<file path="src/rtl/core/tfmd_pkg.sv">
`timescale 1ns / 1ps
`default_nettype none
// ----------------------------------------------------------------------------
// tfmd_pkg
// Shared types and constants for the three-frame motion detector.
// ----------------------------------------------------------------------------
package tfmd_pkg;

    localparam int MAX_FRAME_PIXELS = 1048576;
    localparam int CNT_W            = $clog2(MAX_FRAME_PIXELS + 1);
    localparam int PIX_W            = 8;
    localparam int FACTOR_W         = 16;
    localparam int FRM_W            = 8;
    localparam int CFG_IDX_W        = 2;
    localparam int CFG_DATA_W       = 16;
    localparam int QUEUE_DEPTH      = 4;
    localparam int QUEUE_AW         = $clog2(QUEUE_DEPTH);

    localparam logic [CNT_W-1:0] CNT_MAX = CNT_W'(MAX_FRAME_PIXELS);
    localparam logic [FRM_W-1:0] FRM_MAX = {FRM_W{1'b1}};

    // Register indexes
    localparam logic [CFG_IDX_W-1:0] REG_FACTOR_Q8      = 2'd0;
    localparam logic [CFG_IDX_W-1:0] REG_DIFF_LEVEL     = 2'd1;
    localparam logic [CFG_IDX_W-1:0] REG_CONFIRM_FRAMES = 2'd2;
    localparam logic [CFG_IDX_W-1:0] REG_HOLD_FRAMES    = 2'd3;

    localparam logic [FACTOR_W-1:0] FACTOR_Q8_RST      = 16'd2253;
    localparam logic [PIX_W-1:0]    DIFF_LEVEL_RST     = 8'd10;
    localparam logic [FRM_W-1:0]    CONFIRM_FRAMES_RST = 8'd2;
    localparam logic [FRM_W-1:0]    HOLD_FRAMES_RST    = 8'd60;

    typedef struct packed {
        logic [FACTOR_W-1:0] factor_q8;
        logic [PIX_W-1:0]    diff_level;
        logic [FRM_W-1:0]    confirm_frames;
        logic [FRM_W-1:0]    hold_frames;
    } t_cfg;

    // One finished frame, passed from front to back
    typedef struct packed {
        logic [CNT_W-1:0] count;
        logic             calibrate;
    } t_frame_rec;

    // Queue status seen by the front and back
    typedef struct packed {
        logic full;
        logic empty;
    } t_queue_stat;

endpackage
`default_nettype wire

</file>
<file path="src/rtl/core/three_frame_motion_detector.sv">
`timescale 1ns / 1ps
`default_nettype none
// ----------------------------------------------------------------------------
// three_frame_motion_detector
// Result path: last pixel item, frame queue, then the result register when free.
// Throughput: one pixel item per cycle, stalled only while the four-entry frame
// queue is full; the back retires one frame per cycle while results are taken.
// Reset: synchronous, active low; clears counters, baseline, recording
// state and the queue, and loads the register reset values.
// ----------------------------------------------------------------------------
// Front: per-pixel three-frame difference and saturating frame count.
// Queue: finished frame records, so either side can stall on its own.
// Back:  baseline, 21x16 threshold multiply and compare, confirm and hold
//        counters, and the result register.
// ----------------------------------------------------------------------------
module three_frame_motion_detector import tfmd_pkg::*; (
    input  wire logic                  i_clk,
    input  wire logic                  i_rst_n,
    // configuration write port
    input  wire logic                  i_cfg_we,
    input  wire logic [CFG_IDX_W-1:0]  i_cfg_idx,
    input  wire logic [CFG_DATA_W-1:0] i_cfg_data,
    // pixel stream
    input  wire logic                  s_axis_tvalid,
    output logic                       s_axis_tready,
    // tdata: pixel_oldest[7:0], pixel_middle[15:8], pixel_newest[23:16]
    input  wire logic [23:0]           s_axis_tdata,
    input  wire logic                  s_axis_tlast,   // frame_end
    input  wire logic                  s_axis_tuser,   // calibrate
    // frame result stream
    output logic                       m_axis_tvalid,
    input  wire logic                  m_axis_tready,
    // tdata: motion_pixels[20:0], over_threshold[21], motion_confirmed[22],
    //        recording[23], recording_ended[24], zero[31:25]
    output logic [31:0]                m_axis_tdata
);

    t_cfg        r_cfg;
    t_queue_stat qstat;
    t_frame_rec  push_rec, pop_rec;
    logic        push, pop;
    logic [CNT_W-1:0] motion_pixels;
    logic        over_threshold, motion_confirmed, recording, recording_ended;

    // Register file: user writes only while the block is idle; not enforced.
    always_ff @(posedge i_clk) begin
        if (!i_rst_n) begin
            r_cfg.factor_q8      <= FACTOR_Q8_RST;
            r_cfg.diff_level     <= DIFF_LEVEL_RST;
            r_cfg.confirm_frames <= CONFIRM_FRAMES_RST;
            r_cfg.hold_frames    <= HOLD_FRAMES_RST;
        end else if (i_cfg_we) begin
            case (i_cfg_idx)
                REG_FACTOR_Q8:      r_cfg.factor_q8      <= i_cfg_data;
                REG_DIFF_LEVEL:     r_cfg.diff_level     <= i_cfg_data[PIX_W-1:0];
                REG_CONFIRM_FRAMES: r_cfg.confirm_frames <= i_cfg_data[FRM_W-1:0];
                REG_HOLD_FRAMES:    r_cfg.hold_frames    <= i_cfg_data[FRM_W-1:0];
                default:            r_cfg                <= r_cfg;
            endcase
        end
    end

    // Classify pixels and count; push one record on each frame end
    tfmd_front u_front (
        .i_clk          (i_clk),
        .i_rst_n        (i_rst_n),
        .i_diff_level   (r_cfg.diff_level),
        .i_valid        (s_axis_tvalid),
        .o_ready        (s_axis_tready),
        .i_pixel_oldest (s_axis_tdata[7:0]),
        .i_pixel_middle (s_axis_tdata[15:8]),
        .i_pixel_newest (s_axis_tdata[23:16]),
        .i_frame_end    (s_axis_tlast),
        .i_calibrate    (s_axis_tuser),
        .i_qstat        (qstat),
        .o_push         (push),
        .o_rec          (push_rec)
    );

    // Decouple pixel intake from frame decisions
    tfmd_queue u_queue (
        .i_clk   (i_clk),
        .i_rst_n (i_rst_n),
        .i_push  (push),
        .i_rec   (push_rec),
        .i_pop   (pop),
        .o_rec   (pop_rec),
        .o_stat  (qstat)
    );

    // Decide each frame and hold the result until taken
    tfmd_back u_back (
        .i_clk              (i_clk),
        .i_rst_n            (i_rst_n),
        .i_cfg              (r_cfg),
        .i_qstat            (qstat),
        .i_rec              (pop_rec),
        .o_pop              (pop),
        .o_valid            (m_axis_tvalid),
        .i_ready            (m_axis_tready),
        .o_motion_pixels    (motion_pixels),
        .o_over_threshold   (over_threshold),
        .o_motion_confirmed (motion_confirmed),
        .o_recording        (recording),
        .o_recording_ended  (recording_ended)
    );

    // Pack the result fields, lowest first, zero-filled to 32 bits
    assign m_axis_tdata = {7'd0, recording_ended, recording, motion_confirmed,
                           over_threshold, motion_pixels};

endmodule
`default_nettype wire

</file>
<file path="src/rtl/core/tfmd_front.sv">
`timescale 1ns / 1ps
`default_nettype none
// ----------------------------------------------------------------------------
// tfmd_front
// Classifies each pixel item and counts motion pixels over the frame.
// ----------------------------------------------------------------------------
module tfmd_front import tfmd_pkg::*; (
    input  wire logic             i_clk,
    input  wire logic             i_rst_n,
    input  wire logic [PIX_W-1:0] i_diff_level,
    input  wire logic             i_valid,
    output logic                  o_ready,
    input  wire logic [PIX_W-1:0] i_pixel_oldest,
    input  wire logic [PIX_W-1:0] i_pixel_middle,
    input  wire logic [PIX_W-1:0] i_pixel_newest,
    input  wire logic             i_frame_end,
    input  wire logic             i_calibrate,
    input  wire t_queue_stat      i_qstat,
    output logic                  o_push,
    output t_frame_rec            o_rec
);

    logic [CNT_W-1:0] r_count, n_count;
    logic [PIX_W-1:0] d_new, d_old, anded;
    logic             hit, accept;
    logic [CNT_W:0]   sum;
    logic [CNT_W-1:0] total;

    always_comb begin
        d_new  = (i_pixel_newest > i_pixel_middle) ? i_pixel_newest - i_pixel_middle
                                                   : i_pixel_middle - i_pixel_newest;
        d_old  = (i_pixel_middle > i_pixel_oldest) ? i_pixel_middle - i_pixel_oldest
                                                   : i_pixel_oldest - i_pixel_middle;
        anded  = d_new & d_old;
        hit    = anded > i_diff_level;
        sum    = {1'b0, r_count} + {{CNT_W{1'b0}}, hit};
        total  = (sum > {1'b0, CNT_MAX}) ? CNT_MAX : sum[CNT_W-1:0];
        o_ready = !i_qstat.full;
        accept = i_valid && o_ready;
        o_push = accept && i_frame_end;
        o_rec.count     = total;
        o_rec.calibrate = i_calibrate;
        n_count = r_count;
        if (accept) begin
            n_count = i_frame_end ? '0 : total;
        end
    end

    always_ff @(posedge i_clk) begin
        if (!i_rst_n) begin
            r_count <= '0;
        end else begin
            r_count <= n_count;
        end
    end

endmodule
`default_nettype wire

</file>
<file path="src/rtl/core/tfmd_queue.sv">
`timescale 1ns / 1ps
`default_nettype none
// ----------------------------------------------------------------------------
// tfmd_queue
// Short first-in first-out queue of finished frame records.
// ----------------------------------------------------------------------------
module tfmd_queue import tfmd_pkg::*; (
    input  wire logic       i_clk,
    input  wire logic       i_rst_n,
    input  wire logic       i_push,
    input  wire t_frame_rec i_rec,
    input  wire logic       i_pop,
    output t_frame_rec      o_rec,
    output t_queue_stat     o_stat
);

    t_frame_rec            r_mem [QUEUE_DEPTH];
    logic [QUEUE_AW-1:0]   r_wr_ptr, r_rd_ptr;
    logic [QUEUE_AW:0]     r_fill;
    logic                  do_push, do_pop;

    always_comb begin
        o_stat.full  = (r_fill == (QUEUE_AW+1)'(QUEUE_DEPTH));
        o_stat.empty = (r_fill == '0);
        do_push      = i_push && !o_stat.full;
        do_pop       = i_pop && !o_stat.empty;
        o_rec        = r_mem[r_rd_ptr];
    end

    always_ff @(posedge i_clk) begin
        if (do_push) begin
            r_mem[r_wr_ptr] <= i_rec;
        end
    end

    always_ff @(posedge i_clk) begin
        if (!i_rst_n) begin
            r_wr_ptr <= '0;
            r_rd_ptr <= '0;
            r_fill   <= '0;
        end else begin
            if (do_push) begin
                r_wr_ptr <= r_wr_ptr + 1'b1;
            end
            if (do_pop) begin
                r_rd_ptr <= r_rd_ptr + 1'b1;
            end
            case ({do_push, do_pop})
                2'b10:   r_fill <= r_fill + 1'b1;
                2'b01:   r_fill <= r_fill - 1'b1;
                default: r_fill <= r_fill;
            endcase
        end
    end

endmodule
`default_nettype wire

</file>
<file path="src/rtl/core/tfmd_back.sv">
`timescale 1ns / 1ps
`default_nettype none
// ----------------------------------------------------------------------------
// tfmd_back
// Frame decision: baseline, threshold, confirm and hold, output register.
// ----------------------------------------------------------------------------
module tfmd_back import tfmd_pkg::*; (
    input  wire logic        i_clk,
    input  wire logic        i_rst_n,
    input  wire t_cfg        i_cfg,
    input  wire t_queue_stat i_qstat,
    input  wire t_frame_rec  i_rec,
    output logic             o_pop,
    output logic             o_valid,
    input  wire logic        i_ready,
    output logic [CNT_W-1:0] o_motion_pixels,
    output logic             o_over_threshold,
    output logic             o_motion_confirmed,
    output logic             o_recording,
    output logic             o_recording_ended
);

    localparam int PROD_W = CNT_W + FACTOR_W;

    logic [CNT_W-1:0]  r_baseline, n_baseline;
    logic              r_have_base, n_have_base;
    logic [FRM_W-1:0]  r_confirm, n_confirm;
    logic [FRM_W-1:0]  r_hold, n_hold;
    logic              r_rec, n_rec;
    logic              r_valid;
    logic [CNT_W-1:0]  r_pix;
    logic              r_over, r_conf, r_ended;

    logic [PROD_W-1:0] limit, scaled;
    logic [FRM_W-1:0]  cc_inc, hc_inc;
    logic              cal, over, conf, ended;

    always_comb begin
        o_pop  = !i_qstat.empty && (!r_valid || i_ready);
        limit  = PROD_W'(r_baseline) * PROD_W'(i_cfg.factor_q8);
        scaled = PROD_W'({i_rec.count, 8'd0});
        cal    = !r_have_base || i_rec.calibrate;
        over   = !cal && (scaled > limit);
        cc_inc = (r_confirm < FRM_MAX) ? r_confirm + 1'b1 : r_confirm;
        hc_inc = (r_hold < FRM_MAX) ? r_hold + 1'b1 : r_hold;

        n_baseline  = r_baseline;
        n_have_base = r_have_base;
        n_confirm   = r_confirm;
        n_hold      = r_hold;
        n_rec       = r_rec;
        conf        = 1'b0;
        ended       = 1'b0;
        if (cal) begin
            n_baseline  = i_rec.count;
            n_have_base = 1'b1;
        end
        if (over) begin
            n_confirm = cc_inc;
            if (cc_inc >= i_cfg.confirm_frames) begin
                n_hold    = '0;
                n_rec     = 1'b1;
                n_confirm = '0;
                conf      = 1'b1;
            end
        end else if (r_rec) begin
            n_hold = hc_inc;
            if (hc_inc >= i_cfg.hold_frames) begin
                n_hold = '0;
                n_rec  = 1'b0;
                ended  = 1'b1;
            end
        end
    end

    always_ff @(posedge i_clk) begin
        if (!i_rst_n) begin
            r_baseline  <= '0;
            r_have_base <= 1'b0;
            r_confirm   <= '0;
            r_hold      <= '0;
            r_rec       <= 1'b0;
            r_valid     <= 1'b0;
        end else begin
            if (o_pop) begin
                r_baseline  <= n_baseline;
                r_have_base <= n_have_base;
                r_confirm   <= n_confirm;
                r_hold      <= n_hold;
                r_rec       <= n_rec;
                r_valid     <= 1'b1;
            end else if (i_ready) begin
                r_valid     <= 1'b0;
            end
        end
    end

    // Result payload, loaded with each decision
    always_ff @(posedge i_clk) begin
        if (o_pop) begin
            r_pix   <= i_rec.count;
            r_over  <= over;
            r_conf  <= conf;
            r_ended <= ended;
        end
    end

    always_comb begin
        o_valid            = r_valid;
        o_motion_pixels    = r_pix;
        o_over_threshold   = r_over;
        o_motion_confirmed = r_conf;
        o_recording_ended  = r_ended;
        o_recording        = r_rec;
    end

endmodule
`default_nettype wire

</file>
<file path="config.mk">
export PLATFORM = sky130hd
export DESIGN_NAME = three_frame_motion_detector
export DESIGN_NICKNAME = d
export VERILOG_FILES = /design/src/rtl/core/tfmd_pkg.sv /design/src/rtl/core/three_frame_motion_detector.sv /design/src/rtl/core/tfmd_front.sv /design/src/rtl/core/tfmd_queue.sv /design/src/rtl/core/tfmd_back.sv
export SDC_FILE = /design/constraint.sdc
export NUM_CORES = 1
export LEC_CHECK = 0
export ABC_CLOCK_PERIOD_IN_PS = 15900
export BUFFER_PORTS_ARGS = -buffer_cell sky130_fd_sc_hd__buf_2
export CORE_ASPECT_RATIO = 1.1
export CORE_MARGIN = 2
export CORE_UTILIZATION = 32
export DETAILED_ROUTE_END_ITERATION = 12
export PLACE_DENSITY_LB_ADDON = 0.1
export SLEW_MARGIN = 30
export SYNTH_ARGS = -nofsm -noshare
export SYNTH_HDL_FRONTEND = slang
export SYNTH_SLANG_ARGS = --single-unit
</file>
<file path="constraint.sdc">
create_clock -name i_clk -period 15.9 [get_ports i_clk]
set_input_delay 1.59 -clock i_clk [delete_from_list [all_inputs] [get_ports i_clk]]
set_output_delay 1.59 -clock i_clk [all_outputs]
set_load 0.02 [all_outputs]
</file>
Yosys cells after proc, flatten, opt, wreduce, memory -nomap -nowiden
Memory sizes are Yosys's and may differ from the RTL's. A register that Yosys moved wholly into a read port is not among the register bits.
Index checks and enable logic that the tools add are counted.
{"block": "word_totals", "ff_bits": 132, "latch_bits": 0, "ramBits": 88, "rom_bits": 0, "inputBits": 49, "elab_cells": 100, "memories": 1}
{"memory": "u_queue.r_mem", "depth": 4, "width": 22, "rd": 1, "rd_ports_with_merged_regs": 1, "write_ports": 1, "line": "tfmd_queue.sv:17", "source": "t_frame_rec r_mem [QUEUE_DEPTH];"}
{"block": "classes", "addsub": 11, "n_mul": 1, "n_div": 0, "magnitude_cmp": 9, "n_eq_ne": 7, "shifts": 0, "n_mux": 24, "bitwise_logic": 2, "n_reduce_logical": 27}
{"cell": "$mux 8", "n": 9}
{"cell": "$mux 21", "n": 2}
{"cell": "$gt 29x37->1", "n": 1}
{"cell": "$mul 21x16->37", "n": 1}
{"cell": "$sub 8x8->8", "n": 4}
{"cell": "$gt 8x8->1", "n": 3}
{"cell": "$add 21x1->22", "n": 1}
{"cell": "$gt 22x21->1 const B", "n": 1}
{"cell": "$add 8x1->8 const B", "n": 2}
{"cell": "$ge 8x8->1", "n": 2}
{"cell": "$lt 8x8->1 const B", "n": 2}
{"cell": "$reduce_and 2->1", "n": 7}
{"cell": "$mux 1", "n": 10}
{"cell": "$and 8x8->8", "n": 1}
{"cell": "$eq 2x2->1 const B", "n": 3}
{"cell": "$logic_and 1x1->1", "n": 6}
{"cell": "$pmux 3 s2", "n": 1}
{"cell": "$reduce_bool 2->1", "n": 3}
{"cell": "$logic_not 1->1", "n": 5}
{"cell": "$add 2x1->2 const B", "n": 2}
{"cell": "$eq 2x1->1 const B", "n": 2}
{"cell": "$mux 2", "n": 2}
{"cell": "$add 3x1->3 const B", "n": 1}
{"cell": "$eq 3x3->1 const B", "n": 1}
{"cell": "8 further kinds", "n": 9}

Logic depth before layout (Yosys ltp)
{"block": "depth", "word_depth": 8, "ltp_mapped": 36}

By module
From an unflattened synthesis, not the netlist that was laid out.
{"block": "hier_totals", "cells_unflattened": 2434, "area_unflattened_um2": 23030.8}
{"mod": "tfmd_back", "instances": 1, "cells_each": 1667, "area_per_inst_um2": 14481.4}
{"mod": "tfmd_queue", "instances": 1, "cells_each": 168, "area_per_inst_um2": 3672.3}
{"mod": "tfmd_front", "instances": 1, "cells_each": 424, "area_per_inst_um2": 3139.3}
{"mod": "three_frame_motion_detector", "instances": 1, "cells_each": 175, "area_per_inst_um2": 1737.9}

Worst setup path after synthesis
OpenSTA, ideal clock, no wires.
{"block": "synth_timing", "path_kind": "register to register", "startpoint": "register u_back.r_baseline[9]", "endpoint": "register u_back.r_confirm[0]", "setup_ps": 96, "arrival_time_ps": 8074, "required_ps": 15804, "path_slack_ps": 7731, "stages_incl_launch_ff": 33, "synth_period_minus_slack_ps": 8169, "path_cell_list": "dfxtp_1 > clkbuf_1 > nand2_1 > fa_1 > fa_1 > fa_1 > inv_1 > fa_1 > fa_1 > inv_1 > fa_1 > inv_1 > ha_1 > buf_2 > and3_1 > nand3_1 > a211oi_1 > or3_1 > a31oi_1 > o21bai_1 > a21oi_1 > xor2_1 > ha_1 > nand4_1 > nor4_1 > a221o_1 > nor4b_1 > o22ai_1 > or4_1 > buf_2 > or2_0 > buf_6 > o41ai_2"}
{"block": "synth_between", "elab_chain_cells": 4}
{"item": "from (decl)", "line": "tfmd_back.sv:25", "source": "logic [CNT_W-1:0] r_baseline, n_baseline;"}
{"item": "from (signal assigned)", "line": "tfmd_back.sv:86", "source": "r_baseline <= n_baseline;"}
{"item": "$mul 21x16->37", "line": "tfmd_back.sv:40", "source": "limit = PROD_W'(r_baseline) * PROD_W'(i_cfg.factor_q8);"}
{"item": "$gt 29x37->1", "line": "tfmd_back.sv:43", "source": "over = !cal && (scaled > limit);"}
{"item": "$logic_and 1x1->1", "line": "tfmd_back.sv:43"}
{"item": "$reduce_and 2->1 (no source line)"}
{"item": "to (signal assigned)", "line": "tfmd_back.sv:88", "source": "r_confirm <= n_confirm;"}
{"item": "to (decl)", "line": "tfmd_back.sv:27", "source": "logic [FRM_W-1:0] r_confirm, n_confirm;"}
No other way between the ends.
A chain may end at the register's enable or synchronous reset.

Worst setup path after layout
{"block": "layout_timing", "startpoint": "register r_cfg[29] in the netlist's numbering", "endpoint": "register u_back.r_confirm[0]"}
{"block": "layout_between", "elab_chain_cells": 4}
{"item": "from (decl)", "line": "three_frame_motion_detector.sv:38", "source": "t_cfg r_cfg;"}
{"item": "from (signal assigned)", "line": "three_frame_motion_detector.sv:58", "source": "default: r_cfg <= r_cfg;"}
{"item": "$mul 21x16->37", "line": "tfmd_back.sv:40"}
{"item": "$gt 29x37->1", "line": "tfmd_back.sv:43"}
{"item": "$logic_and 1x1->1", "line": "tfmd_back.sv:43"}
{"item": "$reduce_and 2->1 (no source line)"}
No other way between the ends.

==> qor.yml <==
post-route-drc-count: 0
cp_slowest_stage_delay_ns: 0.92
placement.io_buffers: 75
overflow: 0
cts_made_buffers: 25
cts_resized: 0
status: "completed"
slew_violations: 0
fin_skew_ns: 0.0153
synth_edf_count: 112
rrSetupSlack_ns: 6.25
ys_warn_count: 0
place_hpwl_um: 48400
syn2layout_area_growth_pct: 9.17
timing.setup.tns_ns: 0
wl_per_cell_um: 18.4
met3RoutedLength_um: 2100
p_leak_nw: 11.1
ctsHoldBuffers: 0
critical_path_depth: 29
core-area_um2: 70400
max-clock-path-buffers: 3
post-route-min-period_ns: 9.65
arrival_ns: 10.11
post_cts_buffers: 0
cts_tree: "yes"
reg2reg_depth: 29
ys_dominant_reg_cell: "edfxtp_1"
dpl-instance-area_um2: 24000
rows: 102
clock_sinks: 222
grt_pass1_wl_um: 102000
path_class: "register to register"
drt_pass1_iterations: 5
final_antenna_net_count: 0
clkLatencyLatePin_ns: 0.56
dieWidth_um: 258
synth-async-reset-ratio_pct: 0
synthesis.area_um2: 22800
h-tree-depth: 1
worst_setup_path_start_kind: "register"
relSlewSlack_pct: 25.5
min_period_over_period_pct: 60.7
die-area_um2: 73400
critPathBufInv: 4
grt_pass1_vias: 18000
mostFrequentLayoutCells: "inv_1 (397), nand2_1 (384), fa_1 (269)"
fin_nets: 2977
crit_top_cell: "fa_1"
synth.distinct_cells: 82
cp-end-kind: "register"
reg2reg_to: "u_back.r_confirm[0]"
synth-seq-cells: 222
comb_power_share_pct: 66.8
clk_pin_slew_ns: 0.07
stdcell_area_um2: 24900
boundaryPins: 83
via_count: 16800
syn_inst: 2465
die_y_um: 284
sw_frac_of_total_pct: 50.9
rsz0062_at_grt: "false"
grt_max_degree: 62
worstMarginPinSlew_ns: 1.09
final_core_util_pct: 35.3
required_ns: 16.36
power.internal_mw: 2.17
slowest_stage: "dfxtp_1"
layout_commonest_cell: "inv_1"
setup_violations: 0
grtUsageTotal_pct: 17.6
seqPwrFrac_pct: 19.0
wl_met2_um: 30900
p_switching_mw: 2.25
crit_path_end: "u_back.r_confirm[0]"
root_buffer: "clkbuf_16"
drtIter0Drc: 820
path_delay_family: "adder cells"
via_per_inst: 4.92
max_freq_ghz: 0.104
synth.avg_cell_area_um2: 9.25
initial_core_util_pct: 32.4
hold_violations: 0
power.total_mw: 4.42
routed_wl_um: 62900
dr.max_layer_used: "met5"
powerDensity_nw_per_um2: 177
hold_class: "register to register"
pwr-share-clk_pct: 14.2
max-cap-violations: 0
regToRegStartpoint: "r_cfg[29]"
drive_above_1_share_pct: 7.89
synth-seq-area-share_pct: 24.4
cp_max_fo: 22
peakVddDrop_mv: 0.0919
routabilityCongestion: 0.824
grt_antenna_before_repair: 1
routedLengthMet1_um: 28400
startpoint: "r_cfg[29]"
diodes: 0
## kinds of logic after synthesis
kind of cell | after synthesis | synth area share [%]
AOI/OAI and AO/OA | 318 | 9.16
xor gates and xnor gates | 73 | 2.80
adders and majority gates | 462 | 34.2
buffers and inverters | 531 | 9.01
DFF | 222 | 24.4
muxes | 50 | 3.42
other | 1 | 0.0164
and+or+nand+nor | 808 | 17.0
## registers in the layout (all words and copies together), names as in the netlist, 2 cells and up, named ones only
signal,count
u_queue.r_rd_ptr,2
u_back.o_motion_pixels,21
u_back.r_confirm,8
u_queue.r_fill,3
u_queue.r_mem,88
u_back.r_hold,8
u_front.r_count,21
r_cfg,40
u_back.r_baseline,21
u_queue.r_wr_ptr,2
## worst min-delay path, cell delays in order, from the launching register on
cell,delay (ns)
dfxtp_1,0.31
nand2_1,0.05
a21oi_1,0.05
## power groups by stage
| stage | sequential [mW] | clock (mW) | combinational (mW) |
|---|---|---|---|
| after floorplan | 0.784 | 0 | 2.12 |
| after global placement | 0.849 | 0 | 2.95 |
| after detailed placement | 0.851 | 0 | 2.95 |
| after CTS | 0.842 | 0.644 | 2.99 |
| after global routing | 0.851 | 0.662 | 3.37 |
| final | 0.839 | 0.625 | 2.95 |
## cell type report
type                       instances  area, um^2
clock inverter                    12         185
fill                            7258       45600
tap                              936        1170
timing repair buffer             100         563
clock buffer                      33         686
inverter                         399        1500
multi-input combinational       1718       15200
sequential                       222        5570
## through the flow
stage,setup WS [ns],instances,hold slack [ns]
global placement,6.31,3375,0.445
detailed placement,6.17,3375,0.450
floorplan,7.73,2471,0.436
CTS,6.14,3420,0.458
finish,6.25,3420,0.457
global route,5.77,3420,0.476
## worst min-delay path by stage
stage / start / endpoint / slack [ns] / cells after the start
6_report: r_cfg[36] / r_cfg[36] / 0.46 / 2
5_1_grt: r_cfg[20] / r_cfg[20] / 0.48 / 2
4_1_cts: r_cfg[36] / r_cfg[36] / 0.46 / 2
3_5_place_dp: r_cfg[36] / r_cfg[36] / 0.45 / 2
3_3_place_gp: r_cfg[1] / r_cfg[1] / 0.45 / 2
2_1_floorplan: r_cfg[10] / r_cfg[10] / 0.44 / 2
## synthesized netlist by cell type, types with 42 or more instances
cell type	count	share of area, %
inv_1	397	6.5
nand2_1	384	6.3
fa_1	269	24
ha_1	193	11
and2_1	151	4.1
a21oi_1	121	2.7
edfxtp_1	112	15
dfxtp_1	110	9.7
clkbuf_1	105	1.7
nor2_1	70	1.2
nand3_1	60	1.3
xnor2_1	49	1.9
o21ai_0	42	0.92
## metal layers
metal	global-route usage, %	up-vias
met5	0	-
met4	4.51	2
met3	1.53	72
met2	30.2	315
met1	23.6	8465
li1	-	7975
Note: power is estimated with default switching activity, not from simulation.
